==> config.mk <==
export PLATFORM = sky130hd
export DESIGN_NAME = bgsp_front
export DESIGN_NICKNAME = d
export VERILOG_FILES = /design/src/design/bgsp_pkg.sv /design/src/design/bgsp_front.sv
export SDC_FILE = /design/constraint.sdc
export NUM_CORES = 1
export LEC_CHECK = 0
export BUFFER_PORTS_ARGS = -buffer_cell sky130_fd_sc_hd__buf_2
export CAP_MARGIN = 20
export CORE_MARGIN = 3
export CORE_UTILIZATION = 34
export DETAILED_ROUTE_END_ITERATION = 7
export GPL_TIMING_DRIVEN = 0
export PLACE_DENSITY_LB_ADDON = 0.3
export RECOVER_POWER = 100
export SLEW_MARGIN = 0
export SYNTH_ARGS = -nofsm -noshare
export SYNTH_HDL_FRONTEND = slang
export SYNTH_SLANG_ARGS = --single-unit
==> constraint.sdc <==
create_clock -name vclk -period 2.4
set_clock_uncertainty 0.2 [all_clocks]
set_input_delay 0.12 -clock vclk [all_inputs]
set_output_delay 0.12 -clock vclk [all_outputs]
set_load 0.005 [all_outputs]
==> src/design/bgsp_pkg.sv <==
// Shared types, field widths and grid-mask helpers for the grid shortest-path block.
// Used by every module in this folder; it depends on nothing else.
`default_nettype none

package bgsp_pkg;

    localparam int MAP_W  = 64;
    localparam int CELL_W = 6;

    typedef struct packed {
        logic [MAP_W-1:0]  obstacle_map;
        logic [CELL_W-1:0] source_cell;
        logic [CELL_W-1:0] target_cell;
    } req_t;

    typedef struct packed {
        logic [MAP_W-1:0]  path_map;
        logic              reached;
        logic [CELL_W-1:0] path_length;
    } rsp_t;

    // Class of an item, decided in the front part.
    typedef enum logic [1:0] {
        JOB_SAME,
        JOB_BLOCKED,
        JOB_SEARCH
    } job_kind_t;

    typedef struct packed {
        job_kind_t         kind;
        logic [MAP_W-1:0]  obstacle_map;
        logic [CELL_W-1:0] source_cell;
        logic [CELL_W-1:0] target_cell;
    } job_t;

    // Cells that lie on a grid of the given side; all higher bits are off-grid.
    function automatic logic [MAP_W-1:0] grid_cells(input int side);
        int n;
        n = side * side;
        if (n >= MAP_W)
        begin
            return '1;
        end
        return (64'd1 << n) - 64'd1;
    endfunction

    // One bit for the first cell of each row.
    function automatic logic [MAP_W-1:0] left_column(input int side);
        logic [MAP_W-1:0] m;
        int               y;
        m = '0;
        for (y = 0; y < side; y++)
        begin
            m = m | (64'd1 << (y * side));
        end
        return m;
    endfunction

endpackage

`default_nettype wire

==> src/design/bgsp_front.sv <==
// Front part: takes request items and classifies them before they are queued.
// Depends on bgsp_pkg for the request and job types.
`default_nettype none

module bgsp_front #(
    parameter int GRID_SIDE = 8
) (
    input  wire                 req_valid,
    output logic                req_stall,
    input  bgsp_pkg::req_t      req,
    output logic                q_push,
    output bgsp_pkg::job_t      q_job,
    input  wire                 q_full
);

    localparam logic [bgsp_pkg::MAP_W-1:0] GRID_MASK = bgsp_pkg::grid_cells(GRID_SIDE);

    logic target_ok;

    // Items are taken whenever the queue has room.
    assign req_stall = q_full;
    assign q_push    = req_valid && !q_full;

    assign target_ok = GRID_MASK[req.target_cell] && !req.obstacle_map[req.target_cell];

    always_comb
    begin
        q_job.obstacle_map = req.obstacle_map;
        q_job.source_cell  = req.source_cell;
        q_job.target_cell  = req.target_cell;
        // Source equal to target wins over every other check.
        if (req.source_cell == req.target_cell)
        begin
            q_job.kind = bgsp_pkg::JOB_SAME;
        end
        else if (!target_ok)
        begin
            q_job.kind = bgsp_pkg::JOB_BLOCKED;
        end
        else
        begin
            q_job.kind = bgsp_pkg::JOB_SEARCH;
        end
    end

endmodule

`default_nettype wire

==> impl_metrics.ini <==
[status]
status = completed

[floorplan]
die_w_um = 67.2
die_height_um = 67.2
die-area_um2 = 4520
coreArea_um2 = 3470
num_rows = 21
io_pins = 158
initial_utilization_pct = 36.8

[timing]
worst_slack_ns = 0.133
finalMaxSlewViolations = 0
relSlewSlack_pct = 79.1
setup_violations = 0
period_needed_ns = 2.27
tns_ns = 0
worstMarginPinSlew_ns = 0.313
clock.fmax_mhz = 441
timing.final.hold_violations = 0
rsz0062_at_grt = false
timing.hold.ws_ns = 0.211
period_share_pct = 94.4

[global_route]
grt_pass1_wl_mm = 5.54
antenna_found_initial = 0
grt_usage_pct = 15.4
grt_max_degree = 11
busiest_layer = met2
met2_usage_pct = 34.0
grtUsageMet1_pct = 15.0
grt_pass1_vias = 1353
met3_usage_pct = 1.83
grt_overflow = 0

[drt]
avgRoutedWirePerCell_um = 11.8
ant_nets = 0
drt_first_pass_iters = 4
vias_per_cell = 4.33
drt-initial-drc-count = 14
via_count = 1407
drc = 0
wl_mm = 3.85

[synthesis]
syn-num-nets = 203
synthCells = 125
synth_most_common_cell = buf_4
synth_top_area_share_pct = 46.5
synth_top_area_cell = buf_4
syn_area_per_cell_um2 = 10.2
synth_warnings = 0
synth_common_cells = 79 x buf_4, 13 x mux4_1, 5 x mux4_2, 4 x xnor2_1, 3 x nor2b_1
syn_area_um2 = 1270
ys_top_cells_by_area = buf_4 47%, mux4_1 27%, mux4_2 8.8%
synth.distinct_cells = 21
ys_seq_area_share_pct = 0

[pwr]
p_leak_nw = 1.11
pwr_density_cell_nw_per_um2 = 171
power_mw = 0.349
peakVddDrop_mv = 0.0734

[place]
io_buffers = 154
place_hpwl_mm = 3.59
gp_congestion = 0.706
dp_slack_ns = 0.103

[clocking]
postCtsResizedCells = 0
post_cts_buffers = 0
ctsHoldBuffers = 0

[critical_path]
cp.required_ns = 2.08
cp_max_fo = 10
critPathLaunchType = input pin
worst_setup_path_end_kind = output pin
cp.arrival_ns = 1.95
path_class = in -> out

[cells_and_area]
area_delta_synth_final_pct = 60.3
seq_cells = 0
clkbuf_count = 0
nNetsFinal = 359
ff_latch_area_um2 = 0
drive_above_1_share_pct = 70.6
num_antenna_cells = 0

[run]
drv_cap = 0

[min_path]
hp-class = in -> out
-- kinds of logic (layout without fill, tap and decap cells) --
logic type | count (synthesis) | after routing | share of synthesized area (%)
buffers and inverters | 83 | 237 | 50.0
AND/OR/NAND/NOR | 10 | 10 | 4.42
multiplexers | 22 | 22 | 39.0
AO/OA/AOI/OAI | 4 | 4 | 2.45
XOR/XNOR | 6 | 6 | 4.12
-- through the flow --
step / cell area, um^2 / instances / util, %
2_1_floorplan: 1270 / 125 / -
3_3_place_gp: 2100 / 325 / 60.6
3_5_place_dp: 2100 / 325 / 60.6
4_1_cts: 2100 / 325 / 60.6
5_1_grt: 2040 / 325 / 58.9
6_report: 2040 / 325 / 58.9
-- area by class of cell --
type,count,area [um^2]
plain buffers,83,638
fillers,342,1430
well taps,46,57.6
multi-input cells,42,637
repair buffers,154,711
-- layer usage --
metal | vias to the layer above | part of all wire, %
li1 | 689 | -
met1 | 626 | 31
met2 | 88 | 56
met3 | 4 | 12
met4 | 0 | 0.96
met5 | - | 0
-- power breakdown --
part / leakage (nW) / internal (mW) / switching (mW) / total, mW
Sequential: 0 / 0 / 0 / 0
Clock: 0 / 0 / 0 / 0
Combinational: 1.11 / 0.228 / 0.120 / 0.349
-- path summary, 6_finish.rpt --
check                  start        end  slack (ns)  depth (start not counted)
worst min-delay path  req[0]   q_job[0]        0.21                          2
worst max-delay path  req[1]  q_job[77]        0.13                          8
-- critical path, stage by stage --
cell and delay [ns]:
buf_6 0.12, buf_8 0.15, mux4_2 0.50, mux4_2 0.48
o22ai_1 0.17, o22a_2 0.18, and2b_1 0.11, buf_2 0.10
-- placed cells by master (no fill, tap or decap) --
master / count
mux2i_1: 2
buf_4: 50
mux4_1: 13
and2b_1: 1
buf_2: 105
nor2b_1: 3
nand4_1: 1
nor3_1: 1
buf_6: 2
o22a_2: 1
or2b_1: 1
xor2_1: 2
nand2_1: 1
o21ai_0: 1
mux2_2: 2
clkbuf_2: 1
buf_8: 1
nor2_1: 2
o22ai_1: 1
clkbuf_1: 48
clkbuf_4: 30
xnor2_1: 4
a221o_1: 1
mux4_2: 5
Power figures use the tool's default switching activity.
