File: config.mk
export PLATFORM = sky130hd
export DESIGN_NAME = bgsp_queue
export DESIGN_NICKNAME = d
export VERILOG_FILES = /design/src/design/bgsp_pkg.sv /design/src/design/bgsp_queue.sv
export SDC_FILE = /design/constraint.sdc
export NUM_CORES = 1
export LEC_CHECK = 0
export BUFFER_PORTS_ARGS = -buffer_cell sky130_fd_sc_hd__buf_2
export CORE_MARGIN = 2
export CORE_UTILIZATION = 29
export CTS_CLUSTER_DIAMETER = 30
export CTS_CLUSTER_SIZE = 16
export DETAILED_ROUTE_END_ITERATION = 7
export GPL_ROUTABILITY_DRIVEN = 0
export GPL_TIMING_DRIVEN = 0
export HOLD_SLACK_MARGIN = 0.15
export SYNTH_ARGS = -nofsm -noshare
export SYNTH_HDL_FRONTEND = slang
export SYNTH_SLANG_ARGS = --single-unit
File: constraint.sdc
create_clock -name clk -period 4.7 [get_ports clk]
set_input_delay 0.94 -clock clk [delete_from_list [all_inputs] [get_ports clk]]
set_output_delay 0.94 -clock clk [all_outputs]
set_load 0.01 [all_outputs]
File: src/design/bgsp_pkg.sv
// Shared types, field widths and grid-mask helpers for the grid shortest-path block.
// Used by every module in this folder; it depends on nothing else.
`default_nettype none

package bgsp_pkg;

    localparam int MAP_W  = 64;
    localparam int CELL_W = 6;

    typedef struct packed {
        logic [MAP_W-1:0]  obstacle_map;
        logic [CELL_W-1:0] source_cell;
        logic [CELL_W-1:0] target_cell;
    } req_t;

    typedef struct packed {
        logic [MAP_W-1:0]  path_map;
        logic              reached;
        logic [CELL_W-1:0] path_length;
    } rsp_t;

    // Class of an item, decided in the front part.
    typedef enum logic [1:0] {
        JOB_SAME,
        JOB_BLOCKED,
        JOB_SEARCH
    } job_kind_t;

    typedef struct packed {
        job_kind_t         kind;
        logic [MAP_W-1:0]  obstacle_map;
        logic [CELL_W-1:0] source_cell;
        logic [CELL_W-1:0] target_cell;
    } job_t;

    // Cells that lie on a grid of the given side; all higher bits are off-grid.
    function automatic logic [MAP_W-1:0] grid_cells(input int side);
        int n;
        n = side * side;
        if (n >= MAP_W)
        begin
            return '1;
        end
        return (64'd1 << n) - 64'd1;
    endfunction

    // One bit for the first cell of each row.
    function automatic logic [MAP_W-1:0] left_column(input int side);
        logic [MAP_W-1:0] m;
        int               y;
        m = '0;
        for (y = 0; y < side; y++)
        begin
            m = m | (64'd1 << (y * side));
        end
        return m;
    endfunction

endpackage

`default_nettype wire

File: src/design/bgsp_queue.sv
// Two-entry queue of classified jobs between the front and back parts.
// Depends on bgsp_pkg for the job type.
`default_nettype none

module bgsp_queue (
    input  wire             clk,
    input  wire             rst_n,
    input  wire             push,
    input  bgsp_pkg::job_t  push_job,
    output logic            full,
    input  wire             pop,
    output logic            valid,
    output bgsp_pkg::job_t  head
);

    localparam int DEPTH = 2;
    localparam int PTR_W = $clog2(DEPTH);
    localparam int LVL_W = $clog2(DEPTH + 1);

    bgsp_pkg::job_t   slot_reg [DEPTH];
    logic [PTR_W-1:0] wr_ptr_reg;
    logic [PTR_W-1:0] rd_ptr_reg;
    logic [LVL_W-1:0] level_reg;

    assign full  = (level_reg == LVL_W'(DEPTH));
    assign valid = (level_reg != '0);
    assign head  = slot_reg[rd_ptr_reg];

    always_ff @(posedge clk)
    begin
        if (push)
        begin
            slot_reg[wr_ptr_reg] <= push_job;
        end
    end

    always_ff @(posedge clk or negedge rst_n)
    begin
        if (!rst_n)
        begin
            wr_ptr_reg <= '0;
            rd_ptr_reg <= '0;
            level_reg  <= '0;
        end
        else
        begin
            if (push)
            begin
                wr_ptr_reg <= wr_ptr_reg + PTR_W'(1);
            end
            if (pop)
            begin
                rd_ptr_reg <= rd_ptr_reg + PTR_W'(1);
            end
            if (push && !pop)
            begin
                level_reg <= level_reg + LVL_W'(1);
            end
            else if (pop && !push)
            begin
                level_reg <= level_reg - LVL_W'(1);
            end
        end
    end

endmodule

`default_nettype wire

==> impl_metrics.tcl <==
set metrics [dict create \
    outcome "complete, no violations" \
    timing.fmax_ghz 0.376 \
    initial_core_util 0.298 \
    finalCritPeriodShare 0.566 \
    avgSynthCellArea_sq_um 22.6 \
    final_hold_viol_count 0 \
    hpwlAfterDp_um 7560 \
    htree_levels 4 \
    vias 2982 \
    fp.dieH_um 146 \
    rsz0062_at_grt "false" \
    grt_pass1_vias 3359 \
    nFillCells 1855 \
    largest_register_ffs 156 \
    p_int_mw 3.46 \
    core-area_sq_mm 0.0197 \
    portBuffers 161 \
    dpl_worst_slack_ns 2.36 \
    clock_sinks 160 \
    num_antenna_cells 0 \
    finalCriticalPeriod_ns 2.66 \
    ir_drop_uv 306 \
    final_util 0.392 \
    synth.distinct_cells 14 \
    multi_input_area_sq_mm 0.00101 \
    setup_tns_ns 0 \
    yosys_warnings 0 \
    drc 0 \
    grt_pass1_wl_um 17400 \
    synth_fp_nets 342 \
    clk_pin_slew_worst_paths_ns 0.06 \
    slew_headroom 0.558 \
    p_leak_nw 2.92 \
    p_clk_frac 0.312 \
    syn_inst 259 \
    ios 162 \
    design_area_sq_mm 0.00770 \
    grt_max_degree 42 \
    final.setup.worst_slack_ns 2.04 \
    ant_nets 0 \
    start_kind "flip-flop" \
    hold_class "primary input to async pin" \
    layout-drive-gt1-share 0.620 \
    required_ns 3.76 \
    worst_pin_slew_ns 0.662 \
    drv_slew 0 \
    vias_per_cell 4.14 \
    cts-root-buf "clkbuf_16" \
    critical_path_class "flip-flop to primary output" \
    synth-seq-cells 160 \
    sw_frac_of_total 0.273 \
    antenna_found_initial 0 \
    syn_to_final_growth_pct 31.6 \
    wl_um 11100 \
    setup_violations 0 \
    worst_r2r_path_depth 2 \
    final_cell_mix "buf_2, edfxtp_1, mux2_2, clkbuf_16, mux2_4" \
    fin_skew_ns 0.00598 \
    nets 525 \
    cts_tree "done" \
    area.sequential_sq_mm 0.00478 \
    arrival_ns 1.72 \
    p_switching_mw 1.30 \
    die_x_um 146 \
    netlist_area_sq_mm 0.00585 \
    insertion_delay_ns 0.41 \
    grt_use_total 0.107 \
    wl_per_cell_um 15.4 \
    dieArea_sq_mm 0.0213 \
    critPathCaptureType "primary output" \
    grt_overflow_total 0 \
    power_frac_seq 0.412 \
    fp-row-count 51 \
    power.density_mw_per_mm2 618 \
    post_cts_buffers 0 \
    cts_resized 0 \
    crit_path_max_fanout 10 \
    maxCapViolations 0 \
    pwr-share-comb 0.276 \
    p_total_mw 4.76 \
    cts_hold_buf 0 \
    post_dp_cell_area_sq_mm 0.00706 \
    cts_buffers 17 \
    detail_route.first_pass.iterations 4 \
    ys_seq_area_frac 0.817 \
    final_common_cell "buf_2" \
    drt_iter0_drc 136 \
    cts_buffer_depth 2 \
]
==> critical path, cell delays in order (launching register included) <==
cell and delay, ns:
dfrtp_1 0.34, buf_6 0.14, buf_2 0.30, mux2_2 0.38, buf_2 0.15
==> stage by stage <==
step                      std cells  hold slack (ns)
final                           720            0.321
after global routing            720            0.298
after CTS                       720            0.295
after detailed placement        688            0.493
after global placement          685            0.469
after floorplan                 259            0.447
==> path summary, 6_finish.rpt <==
kind / from / to / slack (ns)
setup / recovery: rd_ptr_reg$_DFFE_PN0P_ / head[0] / 2.04
hold / removal: rst_n / wr_ptr_reg$_DFFE_PN0P_ / 0.32
setup reg to reg: wr_ptr_reg$_DFFE_PN0P_ / slot_reg[1][46]$_DFFE_PP_ / 3.07
hold reg to reg: level_reg[1]$_DFFE_PN0P_ / level_reg[1]$_DFFE_PN0P_ / 0.51
max in group asynchronous: rst_n / rd_ptr_reg$_DFFE_PN0P_ / 4.26
min in group clk: level_reg[1]$_DFFE_PN0P_ / level_reg[1]$_DFFE_PN0P_ / 0.51
==> cell families after synthesis <==
group	count (synthesis)	share of synthesized area
fa+ha+maj	1	0.00214
flops	160	0.817
buf+inv	10	0.0115
xor+xnor	5	0.00748
mux	78	0.156
simple gates	5	0.00492
==> layout make-up <==
cell class,instances,area share
inverter,1,0.000487
timing repair buffer,164,0.112
tap,265,0.0431
multi-input combinational,89,0.131
clock buffer,17,0.0552
sequential,160,0.621
clock inverter,15,0.0279
buffer,9,0.00829
==> power by group through the flow <==
stage               Sequential [mW]  Clock, mW  Combinational [mW]
finish                         1.96       1.49                1.31
floorplan                      1.99          0               0.830
CTS                            1.96       1.53                1.35
global placement               2.01          0                1.29
detailed placement             1.99          0                1.35
global route                   1.99       1.59                1.42
==> Yosys cell counts <==
cell type | instances | area (sq um)
inv_1 | 1 | 3.75
buf_6 | 3 | 33.8
ha_1 | 1 | 12.5
and2_1 | 1 | 6.26
or2_2 | 1 | 6.26
mux2_4 | 10 | 150
buf_2 | 6 | 30.0
nor2b_1 | 2 | 12.5
nor2_1 | 1 | 3.75
dfrtp_1 | 4 | 100
edfxtp_1 | 156 | 4680
xnor2_1 | 1 | 8.76
mux2_2 | 68 | 766
xor2_1 | 4 | 35.0
==> per-layer routing <==
| layer | vias to the layer above | GRT usage | share of wire |
|---|---|---|---|
| li1 | 1392 | - | - |
| met1 | 1470 | 0.120 | 0.42 |
| met2 | 106 | 0.182 | 0.49 |
| met3 | 14 | 0.0409 | 0.066 |
| met4 | 0 | 0.0447 | 0.018 |
| met5 | - | 0 | 0 |
Power figures use the tool's default switching activity.
